**config.mk**
```make
export PLATFORM = sky130hd
export DESIGN_NAME = servo_ramp_timeout_sequencer_flat
export DESIGN_NICKNAME = d
export VERILOG_FILES = /design/src/srts_pkg.sv /design/src/srts_in_if.sv /design/src/srts_out_if.sv /design/src/servo_ramp_timeout_sequencer.sv /design/src/flat_wrapper.sv
export SDC_FILE = /design/constraint.sdc
export NUM_CORES = 1
export LEC_CHECK = 0
export ABC_AREA = 1
export BUFFER_PORTS_ARGS = -buffer_cell sky130_fd_sc_hd__buf_2
export CAP_MARGIN = 20
export CORE_MARGIN = 4
export CORE_UTILIZATION = 57
export DETAILED_ROUTE_END_ITERATION = 6
export PLACE_DENSITY = 0.8
export SLEW_MARGIN = 20
export SYNTH_ARGS = -nofsm -noshare
export SYNTH_HDL_FRONTEND = slang
export SYNTH_SLANG_ARGS = --single-unit
export TNS_END_PERCENT = 100
```
**constraint.sdc**
```tcl
create_clock -name i_clk -period 3.7 [get_ports i_clk]
set_clock_uncertainty 0.05 [all_clocks]
set_input_delay 0.185 -clock i_clk [delete_from_list [all_inputs] [get_ports i_clk]]
set_output_delay 0.185 -clock i_clk [all_outputs]
set_load 0.1 [all_outputs]
```
**src/srts_pkg.sv**
```systemverilog
// Package for the servo ramp and timeout sequencer.
// Holds field widths, codes, reset values and the sequencer state type.
// No dependencies.
package srts_pkg;

    localparam int DIA_COUNT      = 2;
    localparam int MAX_SLOTS      = 16;
    localparam int COLD_SLOTS_DEF = 8;

    localparam int FUNC_W     = 2;
    localparam int IDX_W      = 4;
    localparam int ANG_W      = 8;
    localparam int MS_W       = 16;
    localparam int ELAP_W     = 17;
    localparam int PROD_W     = 24;
    localparam int STAT_W     = 2;
    localparam int CFG_IDX_W  = 3;
    localparam int CFG_DATA_W = 16;

    localparam logic [CFG_IDX_W-1:0] CFG_COLD_START = 3'd0;
    localparam logic [CFG_IDX_W-1:0] CFG_COLD_END   = 3'd1;
    localparam logic [CFG_IDX_W-1:0] CFG_TIMEOUT    = 3'd2;
    localparam logic [CFG_IDX_W-1:0] CFG_RAMP       = 3'd3;
    localparam logic [CFG_IDX_W-1:0] CFG_HOLD       = 3'd4;
    localparam logic [CFG_IDX_W-1:0] CFG_DIA0       = 3'd5;
    localparam logic [CFG_IDX_W-1:0] CFG_DIA1       = 3'd6;

    localparam logic [ANG_W-1:0] RST_COLD_START = 8'd0;
    localparam logic [ANG_W-1:0] RST_COLD_END   = 8'd180;
    localparam logic [MS_W-1:0]  RST_MS         = 16'd1000;
    localparam logic [ANG_W-1:0] RST_D0_CLOSED  = 8'd100;
    localparam logic [ANG_W-1:0] RST_D0_OPEN    = 8'd145;
    localparam logic [ANG_W-1:0] RST_D1_CLOSED  = 8'd85;
    localparam logic [ANG_W-1:0] RST_D1_OPEN    = 8'd130;

    typedef enum logic [FUNC_W-1:0] {
        FUNC_TICK  = 2'd0,
        FUNC_EJECT = 2'd1,
        FUNC_MOVE  = 2'd2
    } t_func;

    typedef enum logic [STAT_W-1:0] {
        STAT_OK      = 2'd0,
        STAT_ALREADY = 2'd1,
        STAT_RESTART = 2'd2,
        STAT_BAD     = 2'd3
    } t_status;

    typedef enum logic [2:0] {
        S_IDLE,
        S_LOAD,
        S_MUL,
        S_DIV,
        S_WB,
        S_DONE
    } t_state;

endpackage

```
**src/srts_in_if.sv**
```systemverilog
// Command channel of the servo ramp and timeout sequencer.
// Valid/ready handshake with func, slot_index and target_open; uses srts_pkg.
interface srts_in_if;
    logic                          valid;
    logic                          ready;
    logic [srts_pkg::FUNC_W-1:0]   func;
    logic [srts_pkg::IDX_W-1:0]    slot_index;
    logic                          target_open;

    modport source(output valid, func, slot_index, target_open, input ready);
    modport sink(input valid, func, slot_index, target_open, output ready);
endinterface

```
**src/srts_out_if.sv**
```systemverilog
// Result channel of the servo ramp and timeout sequencer.
// Valid/ready handshake carrying servo angles, enables and status; uses srts_pkg.
interface srts_out_if;
    logic                          valid;
    logic                          ready;
    logic [srts_pkg::ANG_W-1:0]    cold_angle;
    logic [srts_pkg::ANG_W-1:0]    slot_enables;
    logic [srts_pkg::ANG_W-1:0]    d0_angle;
    logic                          d0_attached;
    logic                          d0_is_open;
    logic [srts_pkg::ANG_W-1:0]    d1_angle;
    logic                          d1_attached;
    logic                          d1_is_open;
    logic [srts_pkg::STAT_W-1:0]   cmd_status;

    modport source(output valid, cold_angle, slot_enables, d0_angle, d0_attached,
                   d0_is_open, d1_angle, d1_attached, d1_is_open, cmd_status,
                   input ready);
    modport sink(input valid, cold_angle, slot_enables, d0_angle, d0_attached,
                 d0_is_open, d1_angle, d1_attached, d1_is_open, cmd_status,
                 output ready);
endinterface

```
**src/servo_ramp_timeout_sequencer.sv**
```systemverilog
// Top level of the servo ramp and timeout sequencer.
// Depends on srts_pkg, srts_in_if and srts_out_if.
//
// One command is taken at a time; each yields exactly one result transaction.
// Ejects, moves and ticks with no diaphragm mid-ramp go from acceptance straight
// to the done state, which loads the result register once it is free. A tick with
// a diaphragm mid-ramp first runs, for each ramping diaphragm, one load, 8 shift-add
// multiply steps, 8 restoring divide steps and one write-back on the single
// bit-serial multiply/divide unit shared by both diaphragms.
// The result register lets the next command in while a result waits.
module servo_ramp_timeout_sequencer #(
    parameter int COLD_SLOTS = srts_pkg::COLD_SLOTS_DEF
) (
    input  logic                                i_clk,
    input  logic                                i_rst_n,
    srts_in_if.sink                             i_cmd,
    srts_out_if.source                          o_res,
    input  logic                                i_cfg_we,
    input  logic [srts_pkg::CFG_IDX_W-1:0]      i_cfg_idx,
    input  logic [srts_pkg::CFG_DATA_W-1:0]     i_cfg_wdata
);

    localparam int ND   = srts_pkg::DIA_COUNT;
    localparam int AW   = srts_pkg::ANG_W;
    localparam int MW   = srts_pkg::MS_W;
    localparam int PW   = srts_pkg::PROD_W;

    // configuration
    logic [AW-1:0] r_cfg_start;
    logic [AW-1:0] r_cfg_end;
    logic [MW-1:0] r_cfg_timeout;
    logic [MW-1:0] r_cfg_ramp;
    logic [MW-1:0] r_cfg_hold;
    logic [MW-1:0] r_cfg_dia [ND];

    // block state
    logic                          r_cold_active, n_cold_active;
    logic [srts_pkg::ELAP_W-1:0]   r_cold_elapsed, n_cold_elapsed;
    logic [AW-1:0]                 r_cold_angle, n_cold_angle;
    logic [COLD_SLOTS-1:0]         r_mask, n_mask;
    logic                          r_dia_open [ND];
    logic                          n_dia_open [ND];
    logic                          r_ramp_active [ND];
    logic                          n_ramp_active [ND];
    logic [MW-1:0]                 r_ramp_elapsed [ND];
    logic [MW-1:0]                 n_ramp_elapsed [ND];
    logic                          r_hold_active [ND];
    logic                          n_hold_active [ND];
    logic [MW-1:0]                 r_hold_elapsed [ND];
    logic [MW-1:0]                 n_hold_elapsed [ND];
    logic                          r_dia_attached [ND];
    logic                          n_dia_attached [ND];
    logic [AW-1:0]                 r_dia_angle [ND];
    logic [AW-1:0]                 n_dia_angle [ND];

    // sequencer and serial arithmetic
    srts_pkg::t_state              r_state, n_state;
    srts_pkg::t_status             r_status, n_status;
    logic                          r_dsel, n_dsel;
    logic [ND-1:0]                 r_need, n_need;
    logic [PW-1:0]                 r_mcand, n_mcand;
    logic [AW-1:0]                 r_mplier, n_mplier;
    logic [PW-1:0]                 r_prod, n_prod;
    logic                          r_neg, n_neg;
    logic [MW-1:0]                 r_rem, n_rem;
    logic [AW-1:0]                 r_quo, n_quo;
    logic [2:0]                    r_cnt, n_cnt;

    // result register
    logic                          r_out_valid, n_out_valid;
    logic [AW-1:0]                 r_out_cold, n_out_cold;
    logic [AW-1:0]                 r_out_en, n_out_en;
    logic [AW-1:0]                 r_out_a0, n_out_a0;
    logic                          r_out_at0, n_out_at0;
    logic                          r_out_op0, n_out_op0;
    logic [AW-1:0]                 r_out_a1, n_out_a1;
    logic                          r_out_at1, n_out_at1;
    logic                          r_out_op1, n_out_op1;
    logic [srts_pkg::STAT_W-1:0]   r_out_stat, n_out_stat;

    // combinational helpers
    logic [AW-1:0]                 w_from [ND];
    logic [AW-1:0]                 w_to [ND];
    logic [AW-1:0]                 w_from_sel;
    logic [AW-1:0]                 w_to_sel;
    logic                          w_neg_sel;
    logic [AW-1:0]                 w_span_abs;
    logic [PW-1:0]                 w_prod_add;
    logic [MW:0]                   w_trial;
    logic [MW:0]                   w_diff;
    logic                          w_ge;
    logic                          w_accept;
    logic [srts_pkg::MAX_SLOTS-1:0] w_slot_bit;
    logic [srts_pkg::MAX_SLOTS-1:0] w_mask_ext;
    logic                          w_slot_ok;
    logic                          w_dia_bad;
    logic                          w_didx;

    for (genvar g = 0; g < ND; g++) begin : g_ends
        assign w_from[g] = r_dia_open[g] ? r_cfg_dia[g][2*AW-1:AW] : r_cfg_dia[g][AW-1:0];
        assign w_to[g]   = r_dia_open[g] ? r_cfg_dia[g][AW-1:0] : r_cfg_dia[g][2*AW-1:AW];
    end

    assign w_from_sel = w_from[r_dsel];
    assign w_to_sel   = w_to[r_dsel];
    assign w_neg_sel  = w_to_sel < w_from_sel;
    assign w_span_abs = w_neg_sel ? (w_from_sel - w_to_sel) : (w_to_sel - w_from_sel);
    assign w_prod_add = r_prod + (r_mplier[0] ? r_mcand : '0);
    assign w_trial    = {r_rem, r_prod[AW-1]};
    assign w_diff     = w_trial - {1'b0, r_cfg_ramp};
    assign w_ge       = w_trial >= {1'b0, r_cfg_ramp};

    assign w_accept   = i_cmd.valid && (r_state == srts_pkg::S_IDLE);
    assign w_slot_bit = srts_pkg::MAX_SLOTS'(1) << i_cmd.slot_index;
    assign w_mask_ext = (srts_pkg::MAX_SLOTS)'(r_mask);
    assign w_slot_ok  = {1'b0, i_cmd.slot_index} < 5'(COLD_SLOTS);
    assign w_dia_bad  = i_cmd.slot_index >= srts_pkg::IDX_W'(ND);
    assign w_didx     = i_cmd.slot_index[0];

    assign i_cmd.ready        = (r_state == srts_pkg::S_IDLE);
    assign o_res.valid        = r_out_valid;
    assign o_res.cold_angle   = r_out_cold;
    assign o_res.slot_enables = r_out_en;
    assign o_res.d0_angle     = r_out_a0;
    assign o_res.d0_attached  = r_out_at0;
    assign o_res.d0_is_open   = r_out_op0;
    assign o_res.d1_angle     = r_out_a1;
    assign o_res.d1_attached  = r_out_at1;
    assign o_res.d1_is_open   = r_out_op1;
    assign o_res.cmd_status   = r_out_stat;

    always_ff @(posedge i_clk) begin
        if (!i_rst_n) begin
            r_cfg_start   <= srts_pkg::RST_COLD_START;
            r_cfg_end     <= srts_pkg::RST_COLD_END;
            r_cfg_timeout <= srts_pkg::RST_MS;
            r_cfg_ramp    <= srts_pkg::RST_MS;
            r_cfg_hold    <= srts_pkg::RST_MS;
            r_cfg_dia[0]  <= {srts_pkg::RST_D0_OPEN, srts_pkg::RST_D0_CLOSED};
            r_cfg_dia[1]  <= {srts_pkg::RST_D1_OPEN, srts_pkg::RST_D1_CLOSED};
        end else if (i_cfg_we) begin
            unique case (i_cfg_idx)
                srts_pkg::CFG_COLD_START: r_cfg_start   <= i_cfg_wdata[AW-1:0];
                srts_pkg::CFG_COLD_END:   r_cfg_end     <= i_cfg_wdata[AW-1:0];
                srts_pkg::CFG_TIMEOUT:    r_cfg_timeout <= i_cfg_wdata;
                srts_pkg::CFG_RAMP:       r_cfg_ramp    <= i_cfg_wdata;
                srts_pkg::CFG_HOLD:       r_cfg_hold    <= i_cfg_wdata;
                srts_pkg::CFG_DIA0:       r_cfg_dia[0]  <= i_cfg_wdata;
                srts_pkg::CFG_DIA1:       r_cfg_dia[1]  <= i_cfg_wdata;
                default: ;
            endcase
        end
    end

    always_ff @(posedge i_clk) begin
        if (!i_rst_n) begin
            r_state        <= srts_pkg::S_IDLE;
            r_out_valid    <= 1'b0;
            r_need         <= '0;
            r_cold_active  <= 1'b0;
            r_cold_elapsed <= '0;
            r_cold_angle   <= srts_pkg::RST_COLD_START;
            r_mask         <= '0;
            for (int d = 0; d < ND; d++) begin
                r_dia_open[d]     <= 1'b0;
                r_ramp_active[d]  <= 1'b0;
                r_ramp_elapsed[d] <= '0;
                r_hold_active[d]  <= 1'b1;
                r_hold_elapsed[d] <= '0;
                r_dia_attached[d] <= 1'b1;
            end
            r_dia_angle[0] <= srts_pkg::RST_D0_CLOSED;
            r_dia_angle[1] <= srts_pkg::RST_D1_CLOSED;
        end else begin
            r_state        <= n_state;
            r_out_valid    <= n_out_valid;
            r_need         <= n_need;
            r_cold_active  <= n_cold_active;
            r_cold_elapsed <= n_cold_elapsed;
            r_cold_angle   <= n_cold_angle;
            r_mask         <= n_mask;
            for (int d = 0; d < ND; d++) begin
                r_dia_open[d]     <= n_dia_open[d];
                r_ramp_active[d]  <= n_ramp_active[d];
                r_ramp_elapsed[d] <= n_ramp_elapsed[d];
                r_hold_active[d]  <= n_hold_active[d];
                r_hold_elapsed[d] <= n_hold_elapsed[d];
                r_dia_attached[d] <= n_dia_attached[d];
                r_dia_angle[d]    <= n_dia_angle[d];
            end
        end
    end

    always_ff @(posedge i_clk) begin
        r_status   <= n_status;
        r_dsel     <= n_dsel;
        r_mcand    <= n_mcand;
        r_mplier   <= n_mplier;
        r_prod     <= n_prod;
        r_neg      <= n_neg;
        r_rem      <= n_rem;
        r_quo      <= n_quo;
        r_cnt      <= n_cnt;
        r_out_cold <= n_out_cold;
        r_out_en   <= n_out_en;
        r_out_a0   <= n_out_a0;
        r_out_at0  <= n_out_at0;
        r_out_op0  <= n_out_op0;
        r_out_a1   <= n_out_a1;
        r_out_at1  <= n_out_at1;
        r_out_op1  <= n_out_op1;
        r_out_stat <= n_out_stat;
    end

    always_comb begin
        n_state        = r_state;
        n_status       = r_status;
        n_dsel         = r_dsel;
        n_need         = r_need;
        n_mcand        = r_mcand;
        n_mplier       = r_mplier;
        n_prod         = r_prod;
        n_neg          = r_neg;
        n_rem          = r_rem;
        n_quo          = r_quo;
        n_cnt          = r_cnt;
        n_cold_active  = r_cold_active;
        n_cold_elapsed = r_cold_elapsed;
        n_cold_angle   = r_cold_angle;
        n_mask         = r_mask;
        n_dia_open     = r_dia_open;
        n_ramp_active  = r_ramp_active;
        n_ramp_elapsed = r_ramp_elapsed;
        n_hold_active  = r_hold_active;
        n_hold_elapsed = r_hold_elapsed;
        n_dia_attached = r_dia_attached;
        n_dia_angle    = r_dia_angle;
        n_out_valid    = r_out_valid;
        n_out_cold     = r_out_cold;
        n_out_en       = r_out_en;
        n_out_a0       = r_out_a0;
        n_out_at0      = r_out_at0;
        n_out_op0      = r_out_op0;
        n_out_a1       = r_out_a1;
        n_out_at1      = r_out_at1;
        n_out_op1      = r_out_op1;
        n_out_stat     = r_out_stat;

        if (r_out_valid && o_res.ready) begin
            n_out_valid = 1'b0;
        end

        unique case (r_state)
            srts_pkg::S_IDLE: begin
                if (w_accept) begin
                    n_status = srts_pkg::STAT_OK;
                    n_need   = '0;
                    unique case (srts_pkg::t_func'(i_cmd.func))
                        srts_pkg::FUNC_TICK: begin
                            if (r_cold_active) begin
                                n_cold_elapsed = (r_cold_elapsed == '1) ? r_cold_elapsed
                                                                        : r_cold_elapsed + 1'b1;
                                if (n_cold_elapsed > {1'b0, r_cfg_timeout}) begin
                                    n_cold_angle = r_cfg_start;
                                    if (n_cold_elapsed > {r_cfg_timeout, 1'b0}) begin
                                        n_mask        = '0;
                                        n_cold_active = 1'b0;
                                    end
                                end
                            end
                            for (int d = 0; d < ND; d++) begin
                                if (r_ramp_active[d]) begin
                                    n_ramp_elapsed[d] = (r_ramp_elapsed[d] == '1)
                                                        ? r_ramp_elapsed[d]
                                                        : r_ramp_elapsed[d] + 1'b1;
                                    if (n_ramp_elapsed[d] < r_cfg_ramp) begin
                                        n_need[d] = 1'b1;
                                    end else begin
                                        n_dia_angle[d]    = w_to[d];
                                        n_hold_active[d]  = 1'b1;
                                        n_hold_elapsed[d] = '0;
                                        n_dia_open[d]     = !r_dia_open[d];
                                        n_ramp_active[d]  = 1'b0;
                                    end
                                end else if (r_hold_active[d]) begin
                                    n_hold_elapsed[d] = (r_hold_elapsed[d] == '1)
                                                        ? r_hold_elapsed[d]
                                                        : r_hold_elapsed[d] + 1'b1;
                                    if (n_hold_elapsed[d] > r_cfg_hold) begin
                                        n_dia_attached[d] = 1'b0;
                                        n_hold_active[d]  = 1'b0;
                                    end
                                end
                            end
                        end
                        srts_pkg::FUNC_EJECT: begin
                            if (w_slot_ok) begin
                                n_cold_active  = 1'b1;
                                n_cold_elapsed = '0;
                                n_mask         = r_mask | w_slot_bit[COLD_SLOTS-1:0];
                                n_cold_angle   = r_cfg_end;
                            end else begin
                                n_status = srts_pkg::STAT_BAD;
                            end
                        end
                        srts_pkg::FUNC_MOVE: begin
                            if (w_dia_bad) begin
                                n_status = srts_pkg::STAT_BAD;
                            end else if (r_dia_open[w_didx] == i_cmd.target_open) begin
                                n_status = srts_pkg::STAT_ALREADY;
                            end else begin
                                n_status = r_ramp_active[w_didx] ? srts_pkg::STAT_RESTART
                                                                 : srts_pkg::STAT_OK;
                                n_ramp_active[w_didx]  = 1'b1;
                                n_ramp_elapsed[w_didx] = '0;
                                n_dia_attached[w_didx] = 1'b1;
                            end
                        end
                        default: begin
                            n_status = srts_pkg::STAT_BAD;
                        end
                    endcase
                    n_dsel  = !n_need[0];
                    n_state = (|n_need) ? srts_pkg::S_LOAD : srts_pkg::S_DONE;
                end
            end
            srts_pkg::S_LOAD: begin
                n_mcand  = PW'(r_ramp_elapsed[r_dsel]);
                n_mplier = w_span_abs;
                n_neg    = w_neg_sel;
                n_prod   = '0;
                n_cnt    = '0;
                n_state  = srts_pkg::S_MUL;
            end
            srts_pkg::S_MUL: begin
                n_prod   = w_prod_add;
                n_mcand  = r_mcand << 1;
                n_mplier = r_mplier >> 1;
                n_cnt    = r_cnt + 1'b1;
                if (r_cnt == '1) begin
                    n_rem   = w_prod_add[PW-1:AW];
                    n_state = srts_pkg::S_DIV;
                end
            end
            srts_pkg::S_DIV: begin
                n_rem  = w_ge ? w_diff[MW-1:0] : w_trial[MW-1:0];
                n_quo  = {r_quo[AW-2:0], w_ge};
                n_prod = r_prod << 1;
                n_cnt  = r_cnt + 1'b1;
                if (r_cnt == '1) begin
                    n_state = srts_pkg::S_WB;
                end
            end
            srts_pkg::S_WB: begin
                n_dia_angle[r_dsel] = r_neg ? (w_from_sel - r_quo) : (w_from_sel + r_quo);
                n_need[r_dsel]      = 1'b0;
                if (!r_dsel && r_need[1]) begin
                    n_dsel  = 1'b1;
                    n_state = srts_pkg::S_LOAD;
                end else begin
                    n_state = srts_pkg::S_DONE;
                end
            end
            srts_pkg::S_DONE: begin
                if (!r_out_valid || o_res.ready) begin
                    n_out_valid = 1'b1;
                    n_out_cold  = r_cold_angle;
                    n_out_en    = w_mask_ext[AW-1:0];
                    n_out_a0    = r_dia_angle[0];
                    n_out_at0   = r_dia_attached[0];
                    n_out_op0   = r_dia_open[0];
                    n_out_a1    = r_dia_angle[1];
                    n_out_at1   = r_dia_attached[1];
                    n_out_op1   = r_dia_open[1];
                    n_out_stat  = r_status;
                    n_state     = srts_pkg::S_IDLE;
                end
            end
            default: begin
                n_state = srts_pkg::S_IDLE;
            end
        endcase
    end

    a_busy_after_accept: assert property (@(posedge i_clk) disable iff (!i_rst_n)
        (i_cmd.valid && i_cmd.ready) |=> (r_state != srts_pkg::S_IDLE))
        else $error("sequencer idle after a command transaction");

    a_mask_needs_active: assert property (@(posedge i_clk) disable iff (!i_rst_n)
        !r_cold_active |-> (r_mask == '0))
        else $error("enable lines held with dispenser timer stopped");

    a_ramp0_attached: assert property (@(posedge i_clk) disable iff (!i_rst_n)
        r_ramp_active[0] |-> r_dia_attached[0])
        else $error("diaphragm 0 ramping while detached");

    a_ramp1_attached: assert property (@(posedge i_clk) disable iff (!i_rst_n)
        r_ramp_active[1] |-> r_dia_attached[1])
        else $error("diaphragm 1 ramping while detached");

endmodule
```
**src/flat_wrapper.sv**
```systemverilog
// flat-port wrapper written by rule: the top's interface ports become plain ports
module servo_ramp_timeout_sequencer_flat 
#(
    parameter int COLD_SLOTS = srts_pkg::COLD_SLOTS_DEF
)
  (i_clk, i_rst_n, i_cfg_we, i_cfg_idx, i_cfg_wdata, i_cmd_valid, i_cmd_func, i_cmd_slot_index, i_cmd_target_open, i_cmd_ready, o_res_valid, o_res_cold_angle, o_res_slot_enables, o_res_d0_angle, o_res_d0_attached, o_res_d0_is_open, o_res_d1_angle, o_res_d1_attached, o_res_d1_is_open, o_res_cmd_status, o_res_ready);
  srts_in_if i_cmd_i ();
  srts_out_if o_res_i ();
  input  logic i_clk;
  input  logic i_rst_n;
  input  logic i_cfg_we;
  input  logic [srts_pkg::CFG_IDX_W-1:0] i_cfg_idx;
  input  logic [srts_pkg::CFG_DATA_W-1:0] i_cfg_wdata;
  input wire logic [$bits(i_cmd_i.valid)-1:0] i_cmd_valid;
  input wire logic [$bits(i_cmd_i.func)-1:0] i_cmd_func;
  input wire logic [$bits(i_cmd_i.slot_index)-1:0] i_cmd_slot_index;
  input wire logic [$bits(i_cmd_i.target_open)-1:0] i_cmd_target_open;
  output wire logic [$bits(i_cmd_i.ready)-1:0] i_cmd_ready;
  output wire logic [$bits(o_res_i.valid)-1:0] o_res_valid;
  output wire logic [$bits(o_res_i.cold_angle)-1:0] o_res_cold_angle;
  output wire logic [$bits(o_res_i.slot_enables)-1:0] o_res_slot_enables;
  output wire logic [$bits(o_res_i.d0_angle)-1:0] o_res_d0_angle;
  output wire logic [$bits(o_res_i.d0_attached)-1:0] o_res_d0_attached;
  output wire logic [$bits(o_res_i.d0_is_open)-1:0] o_res_d0_is_open;
  output wire logic [$bits(o_res_i.d1_angle)-1:0] o_res_d1_angle;
  output wire logic [$bits(o_res_i.d1_attached)-1:0] o_res_d1_attached;
  output wire logic [$bits(o_res_i.d1_is_open)-1:0] o_res_d1_is_open;
  output wire logic [$bits(o_res_i.cmd_status)-1:0] o_res_cmd_status;
  input wire logic [$bits(o_res_i.ready)-1:0] o_res_ready;
  assign i_cmd_i.valid = i_cmd_valid;
  assign i_cmd_i.func = i_cmd_func;
  assign i_cmd_i.slot_index = i_cmd_slot_index;
  assign i_cmd_i.target_open = i_cmd_target_open;
  assign i_cmd_ready = i_cmd_i.ready;
  assign o_res_valid = o_res_i.valid;
  assign o_res_cold_angle = o_res_i.cold_angle;
  assign o_res_slot_enables = o_res_i.slot_enables;
  assign o_res_d0_angle = o_res_i.d0_angle;
  assign o_res_d0_attached = o_res_i.d0_attached;
  assign o_res_d0_is_open = o_res_i.d0_is_open;
  assign o_res_d1_angle = o_res_i.d1_angle;
  assign o_res_d1_attached = o_res_i.d1_attached;
  assign o_res_d1_is_open = o_res_i.d1_is_open;
  assign o_res_cmd_status = o_res_i.cmd_status;
  assign o_res_i.ready = o_res_ready;
  servo_ramp_timeout_sequencer #(.COLD_SLOTS(COLD_SLOTS)) u_core (.i_clk(i_clk), .i_rst_n(i_rst_n), .i_cmd(i_cmd_i), .o_res(o_res_i), .i_cfg_we(i_cfg_we), .i_cfg_idx(i_cfg_idx), .i_cfg_wdata(i_cfg_wdata));
endmodule
```
# [After elaboration in Yosys (flattened, before gate mapping)]
# Memory sizes are Yosys's and may differ from the RTL's.
# Index checks and enable logic that the tools add are counted.
[classes] n_eq_ne=46 add_sub_neg=12 n_mux=136 div_mod_pow=0 multipliers=0 bitwise_logic=13 shift=1 reduce_logical=54 n_lt_le_gt_ge=16
[op_table] op="$mux 16" count=22
[op_table] op="$mux 8" count=24
[op_table] op="$pmux 24 s3" count=1
[op_table] op="$add 16x1->16 const B" count=4
[op_table] op="$eq 16x16->1 const B" count=4
[op_table] op="$mux 32" count=2
[op_table] op="$pmux 16 s2" count=2
[op_table] op="$pmux 32 s2" count=1
[op_table] op="$mux 17" count=3
[op_table] op="$pmux 24 s2" count=1
[op_table] op="$pmux 8 s2" count=3
[op_table] op="$mux 1" count=44
[op_table] op="$reduce_and 5->1" count=8
[op_table] op="$ne 2x1->1 const B" count=18
[op_table] op="$pmux 17 s2" count=1
[op_table] op="$and 32x32->32" count=1
[op_table] op="$gt 16x16->1" count=2
[op_table] op="$lt 16x16->1" count=2
[op_table] op="$not 32->32" count=1
[op_table] op="$add 24x24->24" count=1
[op_table] op="$mux 2" count=12
[op_table] op="$mux 24" count=1
[op_table] op="$sub 8x8->8" count=3
[op_table] op="$eq 3x3->1 const B" count=6
[op_table] op="53 further kinds" count=111
[totals] mem_count=1 rom_bits=0 input_bits=31 ramBits=32 register_bits=317 output_inout_bits=40 latchBits=0
[mem_list] name="u_core.r_cfg_dia" words=2 word_bits=16 rd=2 rd_clocked_by_memory_dff=0 wr=2 line_no="servo_ramp_timeout_sequencer.sv:34" source="logic [MW-1:0] r_cfg_dia [ND];"

# [Longest topological paths before layout]
[depth] depth_word=12 depth_mapped=25 depth_no_buf=25

# [Worst setup path after synthesis]
# No wires, ideal clock.
[synth_path] path_type="register -> register" from="register u_core.r_cold_elapsed[0] in the netlist's numbering" to="register u_core.r_mask[0]" period_less_slack_ns=3.520 arrival_time_ns=3.403 path_stages_with_launch=20 setup_slack_ns=0.180 n_path_buf=0 required_ns=3.583 cell_sequence="dfxtp_1 > ha_1 > nand3_1 > nor3_1 > inv_1 > nor3_1 > nand3_1 > nand2_1 > nor3_2 > nand2_1 > nor3b_1 > xor2_1 > ha_1 > nand2_1 > or4_1 > o31ai_4 > o21ai_4 > nand2_2 > o21ai_4 > a21oi_2"
[synth_between] elab_chain_len=5 word_cells_on_any_way=8 cone_classes="add/sub (1); order compare (2); eq/ne (3); mux (1); reduce/logical (1)"
[synth_lines] item="start: declaration" line_no="servo_ramp_timeout_sequencer.sv:38" source="logic [srts_pkg::ELAP_W-1:0] r_cold_elapsed, n_cold_elapsed;"
[synth_lines] item="start signal: assignment" line_no="servo_ramp_timeout_sequencer.sv:179" source="r_cold_elapsed <= n_cold_elapsed;"
[synth_lines] item="$add 17x1->17 or $eq 17x17->1 (tied branches)" line_no="servo_ramp_timeout_sequencer.sv:262, servo_ramp_timeout_sequencer.sv:261"
[synth_lines] item="$mux 17 (*)" line_no="servo_ramp_timeout_sequencer.sv:261" source="n_cold_elapsed = (r_cold_elapsed == '1) ? r_cold_elapsed"
[synth_lines] item="$gt 17x16->1 or $gt 17x17->1 (tied branches)" line_no="servo_ramp_timeout_sequencer.sv:263, servo_ramp_timeout_sequencer.sv:265"
[synth_lines] item="$ne 2x1->1 (no source line)"
[synth_lines] item="$reduce_and 7->1 (no source line) (*)"
[synth_lines] item="end signal: assignment" line_no="servo_ramp_timeout_sequencer.sv:181" source="r_mask <= n_mask;"
[synth_lines] item="end: declaration" line_no="servo_ramp_timeout_sequencer.sv:40" source="logic [COLD_SLOTS-1:0] r_mask, n_mask;"
# Mark *: on every way between the ends. The rest lies on a longest branch, timed or not.
# A chain may end at the register's enable or synchronous reset.

# [Worst setup path in the final report]
[layout_path] from="register u_core.r_cold_elapsed[1] in the netlist's numbering" to="register u_core.r_mask[7]"
# Same word-level chain as after synthesis.

==> results by group <==
Drt
  – Via Count: 19257
  – Per-cell routed wire length: 18.09 microns
  – Pre-Repair DR Iteration Count: 7
  – DRC: 1
  – Vias per inst: 5.911
  – Drt initial violations: 1807
  – Antenna-violating nets left: 0
  – Final WL: 58.95 mm

Floorplanning
  – Die area: 40100 sq um
  – Initial Util: 57.69%
  – Core Area: 36520 sq um
  – Boundary pin count: 71
  – Die height: 200.3 microns
  – Rows: 70
  – Die width: 200.3 microns

Worst setup path
  – Crit path buffers/inverters: 3
  – Worst EP required: 4130 ps
  – CP Capture Type: flop
  – Delay-heaviest family, CP: simple AND/OR/NAND/NOR gates
  – WP data arrival: 4170 ps
  – Cells along the critical path: ha_4 -> nand3_4 -> nor3_4 -> inv_2 -> nor3_4 -> nand3_2 -> nand2_2 -> nor3_2 -> buf_4 -> xor2_1 -> ha_1 -> nand2_1 -> nor2_1 -> nand2_1 -> o21ai_0 -> o31ai_4 -> o21ai_4 -> buf_4 -> nand4_1 -> a21oi_4
  – Worst Path Max Fanout: 8
  – Setup CP Type: reg -> reg
  – Slowest cell on the critical path: dfxtp_4
  – Crit start category: flop
  – Worst path max stage delay: 360 ps

Yosys
  – Post-synth EDFFs: 157
  – FF+latch count, synth: 348
  – Ys flop type: dfxtp_1
  – Top-area cell type share of the netlist area: 22.38%
  – Netlist Area Pre-Place: 21070 sq um
  – Cells after Synth: 2640
  – Synth async-reset ratio: 0%
  – Main area contributors after synthesis: edfxtp_1 22%, dfxtp_1 18%, nand2_1 10%
  – Post-synth top area cell: edfxtp_1
  – Post-Syn Nets: 2839
  – Count leader, synth: nand2_1
  – Synth unique cells: 65
  – Post-synthesis sequential area ratio: 40.52%
  – Commonest cells post-synth: 582 x nand2_1, 278 x inv_1, 221 x a21oi_1, 213 x nor2_1, 191 x dfxtp_1
  – Ys Warns: 0
  – Syn_area_per_cell: 7.981 sq um

GRT
  – Vias in the first global route: 18201
  – Initial antenna violation count: 0
  – Largest net degree at the start of global routing: 90
  – Gr usage total: 27.24%
  – Remaining Overflow, GRT: 0
  – First-pass GRT wire length: 90.85 mm

Cells and area
  – Fin nets: 2958
  – Layout cells sized above 1: 14.52%
  – Final Cell Area: 24360 sq um
  – # diodes: 0
  – Area growth, synth to finish: 15.63%

Pwr
  – Reg power frac: 36.6%
  – Sw Ratio: 38.19%
  – Combinational Power Share: 35.9%
  – Max VDD drop: 0.4655 mV
  – P per Cell Area: 602.2 nW/um^2
  – Clk pwr share: 27.5%
  – Internal power: 9.068 mW
  – Final Power: 14.67 mW
  – P_sw: 5.602 mW
  – Leak: 10.36 nW

STA
  – Post-route setup slack: -42.64 ps
  – F_max: 267.2 MHz
  – # setup viols final: 1
  – Worst-Margin Slew: 946.9 ps
  – Crit share post-route: 101.2%
  – Hold Fails Final Rpt: 0
  – Slew Limit Fails: 0
  – Rel. slew slack: 36.78%
  – Min Tclk post-route: 3743 ps
  – RSZ-0062 raised after global routing: true

Place
  – Port bufs: 70
  – RD Place Congestion: 0.9839
  – Dpl cell area: 21970 sq um
  – Detailed placement HPWL: 40.74 mm

Clock network
  – Clk_lat worst skew: 570 ps
  – CTS sink cnt: 348
  – CTS max path bufs: 3
  – Clk root buf: clkbuf_16
  – Worst-path clk slew: 70 ps
  – Cts bufs inserted: 40
  – CTS tree: done
  – CTS H-Tree Depth: 2

Worst hold path
  – Hold Crit Class: in -> reg

Outcome
  – Failing checks: design-rule violations, negative setup slack
  – Status: finished with violations

Job
  – Max cap viols: 0
[flip-flops by register name, indices dropped and copies added (netlist names), 16 cells and up]
signal / flops
u_core.r_cfg_dia: 32
u_core.r_cfg_hold: 16
u_core.r_cfg_ramp: 16
u_core.r_cfg_timeout: 16
u_core.r_cold_elapsed: 17
u_core.r_dia_angle: 16
u_core.r_hold_elapsed: 32
u_core.r_mcand: 24
u_core.r_prod: 24
u_core.r_ramp_elapsed: 32
u_core.r_rem: 16
[placed cells by master, fill, tap and decap left out, types with 46 or more instances in the layout]
cell       instances
edfxtp_1         157
buf_4             60
ha_1             157
nor2_1           202
buf_2             70
clkbuf_16         46
nand3_1           87
xor2_1            57
dfxtp_1          179
nand2_1          575
a21oi_1          216
inv_1            274
o21ai_0          165
[tightest hold or removal path, cell delays in order]
cell and delay, ps:
buf_2 130, nor2_1 140, nand2_1 90, nand3_1 70
[final cells by class]
cell class	count	area (sq um)
fillers	2843	12160
multi-input cells	1907	11490
flip-flops and latches	348	8561
repair buffers	164	1261
inverters	297	1126
clock buffers	50	1101
well taps	468	585.6
clock inverters	23	235.2
repair inverters	1	5.005
[power groups by stage]
| stage | clock network (mW) | logic (mW) | registers, mW |
|---|---|---|---|
| 5_1_grt | 4.23 | 5.84 | 5.44 |
| 2_1_floorplan | 0 | 3.53 | 5.59 |
| 6_report | 4.03 | 5.26 | 5.37 |
| 3_3_place_gp | 0 | 4.81 | 5.40 |
| 3_5_place_dp | 0 | 5.00 | 5.42 |
| 4_1_cts | 4.06 | 5.05 | 5.35 |
[cell families (layout without fill, tap and decap cells)]
group	count (synthesis)	in the layout	share of synthesized area, %
simple gates	1046	1046	21.40
compound gates	591	591	16.38
buf+inv	385	535	7.245
flops	348	348	40.52
fa+ha+maj	168	168	10.16
xor+xnor	93	93	3.866
mux	9	9	0.4276
[through the flow]
step / hold WS, ps / instances / TNS [ps] / setup WS (ps) / utilization, %
after floorplan: 261.3 / 2640 / 0 / 179.6 / -
final: 56.54 / 3258 / -42.64 / -42.64 / 66.70
after global placement: 354.6 / 3134 / -480.0 / -55.15 / 60.15
after CTS: 21.50 / 3232 / 0 / 22.51 / 64.61
after global routing: 63.09 / 3258 / -3827 / -239.9 / 66.70
after detailed placement: 362.2 / 3134 / -3185 / -158.8 / 60.15
[final timing paths]
| check | cells after the start | slack, ps | from | endpoint |
|---|---|---|---|---|
| setup / recovery | 20 | -40 | u_core.r_cold_elapsed[1] | u_core.r_mask[7] |
| hold / removal | 4 | 60 | i_cfg_idx[1] | u_core.r_cfg_end[2] |
| setup reg to reg | 20 | -40 | u_core.r_cold_elapsed[1] | u_core.r_mask[7] |
| hold reg to reg | 0 | 380 | u_core.r_dia_angle[3] | u_core.o_res.d1_angle[3] |
[routing by layer]
metal	share of wire, %	track usage [%]	wire length (microns)	up-vias
met5	0	0	0	-
met4	4.0	10.82	2336	0
met3	7.6	3.966	4460	190
met2	47	45.62	27890	838
met1	41	35.86	24260	9050
li1	-	-	-	9179
[what timing repair did]
| item | 4_1_cts | 5_1_grt |
|---|---|---|
| endpoints found under the hold margin | 59 | 0 |
| buffers inserted | 2 | 18 |
| gates cloned | 0 | 7 |
| hold buffers | 23 | 0 |
| pin swaps | 5 | 50 |
| endpoints found under the setup margin | 44 | 77 |
| gates resized for setup | 8 | 105 |
No activity file was read; power rests on OpenSTA's default activity.
